## config.mk

```make
export PLATFORM = sky130hd
export DESIGN_NAME = escape_sequence_byte_decoder
export DESIGN_NICKNAME = d
export VERILOG_FILES = /design/src/esbd_pkg.sv /design/src/escape_sequence_byte_decoder.sv /design/src/esbd_front.sv /design/src/esbd_queue.sv /design/src/esbd_back.sv
export SDC_FILE = /design/constraint.sdc
export NUM_CORES = 1
export LEC_CHECK = 0
export BUFFER_PORTS_ARGS = -buffer_cell sky130_fd_sc_hd__buf_2
export CAP_MARGIN = 0
export CORE_UTILIZATION = 25
export CTS_CLUSTER_DIAMETER = 100
export DETAILED_ROUTE_END_ITERATION = 7
export PLACE_DENSITY = 0.43
export SLEW_MARGIN = 20
export SYNTH_ARGS = -nofsm -noshare
export SYNTH_HDL_FRONTEND = slang
export SYNTH_SLANG_ARGS = --single-unit
```

## constraint.sdc

```tcl
create_clock -name clk -period 16.5 [get_ports clk]
set_clock_uncertainty 0.05 [all_clocks]
set_input_delay 2.475 -clock clk [delete_from_list [all_inputs] [get_ports clk]]
set_output_delay 2.475 -clock clk [all_outputs]
set_load 0.02 [all_outputs]
```

## src/esbd_pkg.sv

```systemverilog
// ----------------------------------------------------------------------------
// esbd_pkg: shared types and constants for the escape sequence byte decoder
// Holds the decoder modes, character codes and the burst record that moves
// from the front end through the queue to the output serialiser.
// ----------------------------------------------------------------------------
`default_nettype none

package esbd_pkg;

    // Most bytes that one input byte can cause
    localparam int MaxOut = 6;
    localparam int CountW = $clog2(MaxOut + 1);

    typedef enum logic [1:0] {
        MODE_NORMAL  = 2'd0,
        MODE_BSLASH  = 2'd1,
        MODE_DOLLAR  = 2'd2,
        MODE_PERCENT = 2'd3
    } mode_t;

    localparam logic [7:0] CHAR_BSLASH  = 8'h5C;
    localparam logic [7:0] CHAR_DOLLAR  = 8'h24;
    localparam logic [7:0] CHAR_PERCENT = 8'h25;
    localparam logic [7:0] CHAR_LOW_B   = 8'h62;
    localparam logic [7:0] CHAR_LOW_R   = 8'h72;
    localparam logic [7:0] CHAR_LOW_N   = 8'h6E;
    localparam logic [7:0] CHAR_LOW_T   = 8'h74;
    localparam logic [7:0] CHAR_BS      = 8'h08;
    localparam logic [7:0] CHAR_TAB     = 8'h09;
    localparam logic [7:0] CHAR_LF      = 8'h0A;
    localparam logic [7:0] CHAR_CR      = 8'h0D;
    localparam logic [7:0] CHAR_NUL     = 8'h00;

    // Decoded bytes caused by one input byte, in output order
    typedef struct packed {
        logic [CountW-1:0]     count;
        logic [MaxOut-1:0][7:0] data;
    } burst_t;

    // Write side of the queue
    typedef struct packed {
        logic   push;
        burst_t burst;
    } qwr_t;

    // Read side of the queue
    typedef struct packed {
        logic   empty;
        burst_t head;
    } qrd_t;

endpackage

`default_nettype wire

```

## src/escape_sequence_byte_decoder.sv

```systemverilog
// ----------------------------------------------------------------------------
// escape_sequence_byte_decoder: escape decoding of message bytes
// Turns backslash, dollar-hex and percent-JIS escapes into output bytes.
//
// Input channel: in_valid/in_stall with char_byte, arg_end, message_end; one
// byte is taken per transfer; a new byte may follow each cycle unless stalled.
// Output channel: out_valid/out_stall with out_byte and last_out; last_out
// marks the final byte caused by one input byte. An input byte can cause
// none up to six output bytes (codes, flushes and the CR LF pair).
// The first output byte of an input is registered in the queue and then in the
// serialiser's burst register before it is offered. Throughput: one input
// byte per cycle while the queue is not full and one output byte per cycle
// while out_stall is low; the QUEUE_DEPTH-entry burst queue sets how many
// inputs can run ahead before in_stall rises.
// When the receiver stalls, the current byte holds and the queue fills; once
// full, in_stall rises. cfg_we/cfg_data write suppress_newline, which drops
// the CR LF pair at message end; write it only while the block is idle.
// Reset clears the decoder to plain text mode, empties the queue and clears
// suppress_newline.
// ----------------------------------------------------------------------------
`default_nettype none

module escape_sequence_byte_decoder
    import esbd_pkg::*;
#(
    parameter int QUEUE_DEPTH = 4
)
(
    input  wire logic       clk,
    input  wire logic       rst_n,
    input  wire logic       in_valid,
    output logic            in_stall,
    input  wire logic [7:0] char_byte,
    input  wire logic       arg_end,
    input  wire logic       message_end,
    output logic            out_valid,
    input  wire logic       out_stall,
    output logic [7:0]      out_byte,
    output logic            last_out,
    input  wire logic       cfg_we,
    input  wire logic       cfg_data
);

    qwr_t q_wr;
    qrd_t q_rd;
    logic q_full;
    logic q_pop;

    esbd_front u_front (
        .clk         (clk),
        .rst_n       (rst_n),
        .in_valid    (in_valid),
        .in_stall    (in_stall),
        .char_byte   (char_byte),
        .arg_end     (arg_end),
        .message_end (message_end),
        .cfg_we      (cfg_we),
        .cfg_data    (cfg_data),
        .q_full      (q_full),
        .q_wr        (q_wr)
    );

    esbd_queue #(
        .DEPTH (QUEUE_DEPTH)
    ) u_queue (
        .clk    (clk),
        .rst_n  (rst_n),
        .q_wr   (q_wr),
        .q_full (q_full),
        .q_pop  (q_pop),
        .q_rd   (q_rd)
    );

    esbd_back u_back (
        .clk       (clk),
        .rst_n     (rst_n),
        .q_rd      (q_rd),
        .q_pop     (q_pop),
        .out_valid (out_valid),
        .out_stall (out_stall),
        .out_byte  (out_byte),
        .last_out  (last_out)
    );

endmodule

`default_nettype wire

```

## src/esbd_front.sv

```systemverilog
// ----------------------------------------------------------------------------
// esbd_front: input stage and escape decoder
// Takes one byte per cycle while the queue is not full, steps the escape state
// and builds that input's burst of decoded bytes, which it hands to the queue.
// ----------------------------------------------------------------------------
`default_nettype none

module esbd_front
    import esbd_pkg::*;
(
    input  wire logic       clk,
    input  wire logic       rst_n,
    input  wire logic       in_valid,
    output logic            in_stall,
    input  wire logic [7:0] char_byte,
    input  wire logic       arg_end,
    input  wire logic       message_end,
    input  wire logic       cfg_we,
    input  wire logic       cfg_data,
    input  wire logic       q_full,
    output qwr_t            q_wr
);

    localparam int NumCand = 7;

    mode_t       mode_reg, mode_next;
    logic [1:0]  cnt_reg, cnt_next;
    logic [15:0] acc_reg, acc_next;
    logic        suppress_reg;
    logic        accept;
    burst_t      burst;

    logic [NumCand-1:0][7:0] cand;
    logic [NumCand-1:0]      cand_en;
    logic [4:0]              hx;
    logic [15:0]             acc_shift;
    logic                    do_normal;
    logic [15:0]             sj_dec;
    logic [15:0]             sj_flush;
    logic [7:0]              bs_map;

    // {is_hex, value}
    function automatic logic [4:0] hex_decode(input logic [7:0] c);
        logic [4:0] r;
        r = 5'd0;
        if (c >= 8'h30 && c <= 8'h39) r = {1'b1, 4'(c - 8'h30)};
        else if (c >= 8'h61 && c <= 8'h66) r = {1'b1, 4'(c - 8'h57)};
        else if (c >= 8'h41 && c <= 8'h46) r = {1'b1, 4'(c - 8'h37)};
        return r;
    endfunction

    // JIS row/cell to Shift_JIS, zero for codes outside the table
    function automatic logic [15:0] jis_to_sjis(input logic [15:0] jis);
        logic [7:0] hi;
        logic [7:0] lo;
        hi = jis[15:8];
        lo = jis[7:0];
        if (hi < 8'h21 || hi > 8'h7E || lo < 8'h21 || lo > 8'h7E) begin
            return 16'd0;
        end
        if (hi[0]) begin
            lo = lo + 8'h1F;
            if (lo >= 8'h7F) lo = lo + 8'd1;
        end else begin
            lo = lo + 8'h7E;
        end
        hi = ((hi - 8'h21) >> 1) + 8'h81;
        if (hi >= 8'hA0) hi = hi + 8'h40;
        return {hi, lo};
    endfunction

    assign in_stall = q_full;
    assign accept   = in_valid && !q_full;

    always_comb
    begin
        mode_next = mode_reg;
        cnt_next  = cnt_reg;
        acc_next  = acc_reg;
        cand      = '0;
        cand_en   = '0;
        do_normal = 1'b0;
        hx        = hex_decode(char_byte);
        acc_shift = {acc_reg[11:0], hx[3:0]};
        sj_dec    = 16'd0;
        sj_flush  = 16'd0;

        unique case (char_byte)
            CHAR_LOW_B: bs_map = CHAR_BS;
            CHAR_LOW_R: bs_map = CHAR_CR;
            CHAR_LOW_N: bs_map = CHAR_LF;
            CHAR_LOW_T: bs_map = CHAR_TAB;
            default:    bs_map = char_byte;
        endcase

        unique case (mode_reg)
            MODE_NORMAL:
            begin
                do_normal = 1'b1;
            end
            MODE_BSLASH:
            begin
                cand[0]    = bs_map;
                cand_en[0] = 1'b1;
                mode_next  = MODE_NORMAL;
                cnt_next   = 2'd0;
                acc_next   = 16'd0;
            end
            MODE_DOLLAR:
            begin
                if (hx[4]) begin
                    acc_next = acc_shift;
                    if (cnt_reg != 2'd0) begin
                        cand[0]    = acc_shift[7:0];
                        cand_en[0] = 1'b1;
                        mode_next  = MODE_NORMAL;
                        cnt_next   = 2'd0;
                        acc_next   = 16'd0;
                    end else begin
                        cnt_next = 2'd1;
                    end
                end else begin
                    cand[0]    = acc_reg[7:0];
                    cand_en[0] = 1'b1;
                    mode_next  = MODE_NORMAL;
                    cnt_next   = 2'd0;
                    acc_next   = 16'd0;
                    do_normal  = 1'b1;
                end
            end
            MODE_PERCENT:
            begin
                if (hx[4]) begin
                    acc_next = acc_shift;
                    if (cnt_reg == 2'd3) begin
                        sj_dec     = jis_to_sjis(acc_shift);
                        cand[0]    = sj_dec[15:8];
                        cand[1]    = sj_dec[7:0];
                        cand_en[1:0] = 2'b11;
                        mode_next  = MODE_NORMAL;
                        cnt_next   = 2'd0;
                        acc_next   = 16'd0;
                    end else begin
                        cnt_next = cnt_reg + 2'd1;
                    end
                end else begin
                    sj_dec       = jis_to_sjis(acc_reg);
                    cand[0]      = sj_dec[15:8];
                    cand[1]      = sj_dec[7:0];
                    cand_en[1:0] = 2'b11;
                    mode_next    = MODE_NORMAL;
                    cnt_next     = 2'd0;
                    acc_next     = 16'd0;
                    do_normal    = 1'b1;
                end
            end
            default:
            begin
                do_normal = 1'b1;
            end
        endcase

        // Byte in plain text, or the byte that ended a code early
        if (do_normal) begin
            unique case (char_byte)
                CHAR_BSLASH:
                begin
                    mode_next = MODE_BSLASH;
                end
                CHAR_DOLLAR:
                begin
                    mode_next = MODE_DOLLAR;
                    cnt_next  = 2'd0;
                    acc_next  = 16'd0;
                end
                CHAR_PERCENT:
                begin
                    mode_next = MODE_PERCENT;
                    cnt_next  = 2'd0;
                    acc_next  = 16'd0;
                end
                default:
                begin
                    cand[2]    = char_byte;
                    cand_en[2] = 1'b1;
                end
            endcase
        end

        // Flush whatever escape is still open at the end of the argument or message
        if (arg_end || message_end) begin
            unique case (mode_next)
                MODE_BSLASH:
                begin
                    cand[3]    = CHAR_NUL;
                    cand_en[3] = 1'b1;
                end
                MODE_DOLLAR:
                begin
                    cand[3]    = acc_next[7:0];
                    cand_en[3] = 1'b1;
                end
                MODE_PERCENT:
                begin
                    sj_flush     = jis_to_sjis(acc_next);
                    cand[3]      = sj_flush[15:8];
                    cand[4]      = sj_flush[7:0];
                    cand_en[4:3] = 2'b11;
                end
                default:
                begin
                end
            endcase
            mode_next = MODE_NORMAL;
            cnt_next  = 2'd0;
            acc_next  = 16'd0;
        end

        if (message_end && !suppress_reg) begin
            cand[5]      = CHAR_CR;
            cand[6]      = CHAR_LF;
            cand_en[6:5] = 2'b11;
        end

        // Pack the enabled candidates into consecutive slots
        burst = '0;
        for (int k = 0; k < NumCand; k++) begin
            if (cand_en[k] && (burst.count < CountW'(MaxOut))) begin
                burst.data[burst.count] = cand[k];
                burst.count             = burst.count + CountW'(1);
            end
        end
    end

    assign q_wr.push  = accept && (burst.count != '0);
    assign q_wr.burst = burst;

    always_ff @(posedge clk or negedge rst_n)
    begin
        if (!rst_n) begin
            mode_reg     <= MODE_NORMAL;
            cnt_reg      <= 2'd0;
            acc_reg      <= 16'd0;
            suppress_reg <= 1'b0;
        end else begin
            if (accept) begin
                mode_reg <= mode_next;
                cnt_reg  <= cnt_next;
                acc_reg  <= acc_next;
            end
            if (cfg_we) begin
                suppress_reg <= cfg_data;
            end
        end
    end

    a_normal_clean: assert property (@(posedge clk) disable iff (!rst_n)
        mode_reg == MODE_NORMAL |-> cnt_reg == 2'd0 && acc_reg == 16'd0)
        else $error("code state left over in normal mode");

    a_dollar_short: assert property (@(posedge clk) disable iff (!rst_n)
        mode_reg == MODE_DOLLAR |-> cnt_reg <= 2'd1 && acc_reg[15:4] == 12'd0)
        else $error("dollar code holds more than one digit");

endmodule

`default_nettype wire

```

## src/esbd_queue.sv

```systemverilog
// ----------------------------------------------------------------------------
// esbd_queue: burst queue between decoder and serialiser
// Small register FIFO of burst records; lets the front end keep taking bytes
// while the output side drains a multi-byte burst.
// ----------------------------------------------------------------------------
`default_nettype none

module esbd_queue
    import esbd_pkg::*;
#(
    parameter int DEPTH = 4
)
(
    input  wire logic clk,
    input  wire logic rst_n,
    input  wire qwr_t q_wr,
    output logic      q_full,
    input  wire logic q_pop,
    output qrd_t      q_rd
);

    localparam int PtrW = $clog2(DEPTH);
    localparam int CntW = $clog2(DEPTH + 1);

    burst_t            mem_reg [DEPTH];
    logic [PtrW-1:0]   wr_ptr_reg, wr_ptr_next;
    logic [PtrW-1:0]   rd_ptr_reg, rd_ptr_next;
    logic [CntW-1:0]   cnt_reg, cnt_next;
    logic              do_push;
    logic              do_pop;

    assign q_full     = (cnt_reg == CntW'(DEPTH));
    assign q_rd.empty = (cnt_reg == '0);
    assign q_rd.head  = mem_reg[rd_ptr_reg];

    assign do_push = q_wr.push;
    assign do_pop  = q_pop;

    always_comb
    begin
        wr_ptr_next = wr_ptr_reg;
        rd_ptr_next = rd_ptr_reg;
        cnt_next    = cnt_reg;
        if (do_push) begin
            wr_ptr_next = (wr_ptr_reg == PtrW'(DEPTH - 1)) ? '0 : wr_ptr_reg + PtrW'(1);
        end
        if (do_pop) begin
            rd_ptr_next = (rd_ptr_reg == PtrW'(DEPTH - 1)) ? '0 : rd_ptr_reg + PtrW'(1);
        end
        if (do_push && !do_pop) cnt_next = cnt_reg + CntW'(1);
        else if (do_pop && !do_push) cnt_next = cnt_reg - CntW'(1);
    end

    always_ff @(posedge clk or negedge rst_n)
    begin
        if (!rst_n) begin
            wr_ptr_reg <= '0;
            rd_ptr_reg <= '0;
            cnt_reg    <= '0;
        end else begin
            wr_ptr_reg <= wr_ptr_next;
            rd_ptr_reg <= rd_ptr_next;
            cnt_reg    <= cnt_next;
        end
    end

    always_ff @(posedge clk)
    begin
        if (do_push) begin
            mem_reg[wr_ptr_reg] <= q_wr.burst;
        end
    end

    a_no_overflow: assert property (@(posedge clk) disable iff (!rst_n)
        !(do_push && q_full))
        else $error("push into full queue");

    a_no_underflow: assert property (@(posedge clk) disable iff (!rst_n)
        !(do_pop && q_rd.empty))
        else $error("pop from empty queue");

    a_count_bound: assert property (@(posedge clk) disable iff (!rst_n)
        cnt_reg <= CntW'(DEPTH))
        else $error("queue count beyond depth");

endmodule

`default_nettype wire

```

## src/esbd_back.sv

```systemverilog
// ----------------------------------------------------------------------------
// esbd_back: output serialiser
// Takes one burst at a time from the queue and sends its bytes one per
// transfer, marking the final byte of each burst.
// ----------------------------------------------------------------------------
`default_nettype none

module esbd_back
    import esbd_pkg::*;
(
    input  wire logic       clk,
    input  wire logic       rst_n,
    input  wire qrd_t       q_rd,
    output logic            q_pop,
    output logic            out_valid,
    input  wire logic       out_stall,
    output logic [7:0]      out_byte,
    output logic            last_out
);

    burst_t            cur_reg, cur_next;
    logic              valid_reg, valid_next;
    logic [CountW-1:0] idx_reg, idx_next;
    logic              take;
    logic              at_last;
    logic              done;

    assign out_valid = valid_reg;
    assign out_byte  = cur_reg.data[idx_reg];
    assign at_last   = (idx_reg == cur_reg.count - CountW'(1));
    assign last_out  = at_last;

    assign take  = valid_reg && !out_stall;
    assign done  = !valid_reg || (take && at_last);
    assign q_pop = done && !q_rd.empty;

    always_comb
    begin
        cur_next   = cur_reg;
        valid_next = valid_reg;
        idx_next   = idx_reg;
        priority if (q_pop) begin
            cur_next   = q_rd.head;
            valid_next = 1'b1;
            idx_next   = '0;
        end else if (done) begin
            valid_next = 1'b0;
            idx_next   = '0;
        end else if (take) begin
            idx_next = idx_reg + CountW'(1);
        end
    end

    always_ff @(posedge clk or negedge rst_n)
    begin
        if (!rst_n) begin
            valid_reg <= 1'b0;
            idx_reg   <= '0;
        end else begin
            valid_reg <= valid_next;
            idx_reg   <= idx_next;
        end
    end

    // Payload only, no reset
    always_ff @(posedge clk)
    begin
        cur_reg <= cur_next;
    end

    a_idx_in_burst: assert property (@(posedge clk) disable iff (!rst_n)
        valid_reg |-> cur_reg.count != '0 && idx_reg < cur_reg.count)
        else $error("byte index outside current burst");

    a_advance_on_transfer: assert property (@(posedge clk) disable iff (!rst_n)
        take && !at_last |=> valid_reg && idx_reg == $past(idx_reg) + CountW'(1))
        else $error("serialiser did not advance after transfer");

endmodule

`default_nettype wire
```

==> key figures <==
Status
  • Status: complete, no violations

Critical path
  • CP required: 16920 ps
  • CP Depth: 34
  • RR Startpoint: u_front.mode_reg[1]
  • Worst reg2reg path endpoint: u_queue.cnt_reg[1]
  • Worst path bufs/invs: 8
  • Worst-path fanout max: 20
  • Slowest CP cell: o31ai_4
  • Slowest stage delay, CP: 610 ps
  • R2R depth: 29
  • Critical path type: in -> reg
  • Top Family by Delay on Critical Path: adder cells
  • Startpoint types: input port
  • Worst EP arrival: 10280 ps
  • Worst Setup SP: char_byte[1]
  • Worst setup path endpoint: u_queue.cnt_reg[1]
  • Critical Path Most Common Cell: ha_1
  • R2R setup slack: 9130 ps
  • Endpoint class of the critical path: register

Power and ir drop
  • Maximum vdd drop: 0.0779 mV
  • Pwr dens: 116 nW/µm²
  • Pleak: 0.00671 µW

Synthesis
  • Syn. warnings: 0
  • Synth top area share: 43.9%
  • Netlist cell types: 118
  • Synthesized Nets: 1625
  • Cell taking the most area after synthesis: edfxtp_1
  • Post-Synthesis Cell Area: 17400 µm²
  • Sequential fraction of the synthesis area: 48.5%
  • Ys async rst share: 11.1%
  • Gate count of the mapped netlist: 1555
  • Post-synth top cells: edfxtp_1 (255), nor2_1 (135), nand2_1 (130)
  • Avg Inst Size Synth: 11.2 µm²
  • Top-count cell post-synth: edfxtp_1
  • Flops & latches, synth: 287
  • Synth Flop Type: edfxtp_1
  • Top cells by area, synth: edfxtp_1 (44%), mux4_2 (7.6%), dfrtp_1 (4.6%)
  • Number of synthesized flops with an enable pin: 255

Finish
  • Share of cells above drive strength 1: 14.7%
  • Largest register FFs: 204
  • Post-synthesis to final-layout area growth: 12.5%
  • Layout Nets: 1621
  • Filler cells: 7103
  • Post-route insts no fill: 2507
  • Final instance area: 19600 µm²
  • ANT cells: 0
  • Post-Route Utilization: 28.5%

Hold path
  • Min-delay worst type: reg -> reg

Clocking
  • CTS max path bufs: 3
  • Setup Buffers After CTS: 0
  • H-tree Lvls: 1
  • CTS Hold Bufs: 0
  • Worst-path clk slew: 60 ps
  • CTS Buf Count: 31
  • Clock root buffer: clkbuf_16
  • CTS tree: built
  • Post-cts resize count: 0
  • Clock latency on the worst-skew pair: 600 ps
  • CTS Sinks: 287

Placed design
  • Inst Count DP: 2449
  • GP Congestion: 0.937
  • Placed Area: 18600 µm²
  • Post-Place Worst Slack: 6090 ps
  • HPWL Detailed: 41100 µm
  • IO buf count: 26

STA
  • Final-report hold violation count: 0
  • Slew headroom: 33.9%
  • Tcrit/Tclk final: 59.8%
  • Slew @ Worst Pin: 976 ps
  • Setup-failing EPs final: 0
  • RSZ-0062 raised after global routing: no
  • Slew Limit Fails: 0
  • Post-route minimum period: 9860 ps
  • Final worst setup slack: 6640 ps
  • Post-route setup TNS: 0 ps
  • Max Freq: 0.101 GHz

Flow run
  • Max Cap Viol: 0

Floorplan
  • Ports: 27
  • DIE AREA: 70800 µm²
  • Core area: 68800 µm²
  • Die span in y: 266 µm
  • Starting Density: 25.3%
  • Row count: 96
  • Die W: 266 µm

Route
  • DR pass1 iterations: 5
  • Drt total wl: 56900 µm
  • Final ANT Viol Nets: 0
  • Initial DRC Count: 981
  • Via Count: 13000
  • # DRC: 0
  • Routed WL per cell: 22.7 µm
  • DR vias/cell: 5.20

Global routing
  • Initial antenna violation count: 0
  • Largest net degree at the start of global routing: 54
  • Vias in the first global route: 13000
  • Gr ovfl total: 0
  • Total global-route track usage: 16.0%
  • First-pass GRT wire length: 85900 µm
## power by group
part           total, µW  switching, µW  internal [µW]
logic                531            304            227
registers           1050           78.7            974
clock network        690            294            396
## metrics by stage
step           hold WS, ps  power (µW)
2_1_floorplan          417        1430
3_3_place_gp           450        1620
3_5_place_dp           446        1630
4_1_cts                456        2320
5_1_grt                506        2390
6_report               461        2270
## placed cells by master (no fill, tap or decap), types with 12 or more instances in the layout
master / count
nand2b_1: 13
or3_1: 14
buf_4: 29
a22oi_1: 14
nand3_1: 50
o21ai_1: 16
clkbuf_16: 31
edfxtp_1: 255
buf_2: 26
o22ai_1: 39
and2_1: 12
ha_1: 53
xnor2_1: 39
xor2_1: 17
and3_1: 13
o211ai_1: 16
a31oi_1: 17
nand4_1: 17
nor2_1: 131
inv_1: 60
a21oi_1: 80
mux4_2: 59
o21ai_0: 56
mux2i_1: 32
nor3_1: 35
nand2_1: 130
dfrtp_1: 30
## worst min path at each step
stage / startpoint / endpoint / slack, ps / depth (start not counted)
floorplan: u_queue.cnt_reg[2] / u_queue.cnt_reg[2] / 420 / 1
global placement: u_queue.cnt_reg[2] / u_queue.cnt_reg[2] / 450 / 1
detailed placement: u_queue.cnt_reg[2] / u_queue.cnt_reg[2] / 450 / 1
CTS: u_queue.cnt_reg[2] / u_queue.cnt_reg[2] / 460 / 1
global route: u_queue.cnt_reg[2] / u_queue.cnt_reg[2] / 510 / 1
finish: u_queue.cnt_reg[2] / u_queue.cnt_reg[2] / 460 / 1
## area by class of cell
| cell class | instances | area [µm²] | area share, % |
|---|---|---|---|
| repair buffers | 55 | 348 | 1.77 |
| clock buffers | 39 | 806 | 4.11 |
| multi-input cells | 1107 | 8350 | 42.6 |
| flip-flops and latches | 287 | 8470 | 43.2 |
| clock inverters | 19 | 200 | 1.02 |
| well taps | 931 | 1160 | 5.94 |
| inverters | 69 | 262 | 1.33 |
## layer usage
| layer | global-route usage, % | routed length, µm |
|---|---|---|
| met1 | 21.5 | 25800 |
| met2 | 26.2 | 26700 |
| met3 | 2.21 | 2370 |
| met4 | 5.50 | 2020 |
| met5 | 0 | 0 |
## cell families after synthesis
logic type / after synthesis / synth area share, %
AOI/OAI and AO/OA: 397 / 16.2
xor gates and xnor gates: 58 / 3.13
adders and majority gates: 54 / 3.92
buffers and inverters: 161 / 3.76
DFF: 287 / 48.5
muxes: 99 / 9.97
and+or+nand+nor: 499 / 14.5
Power figures use the tool's default switching activity.
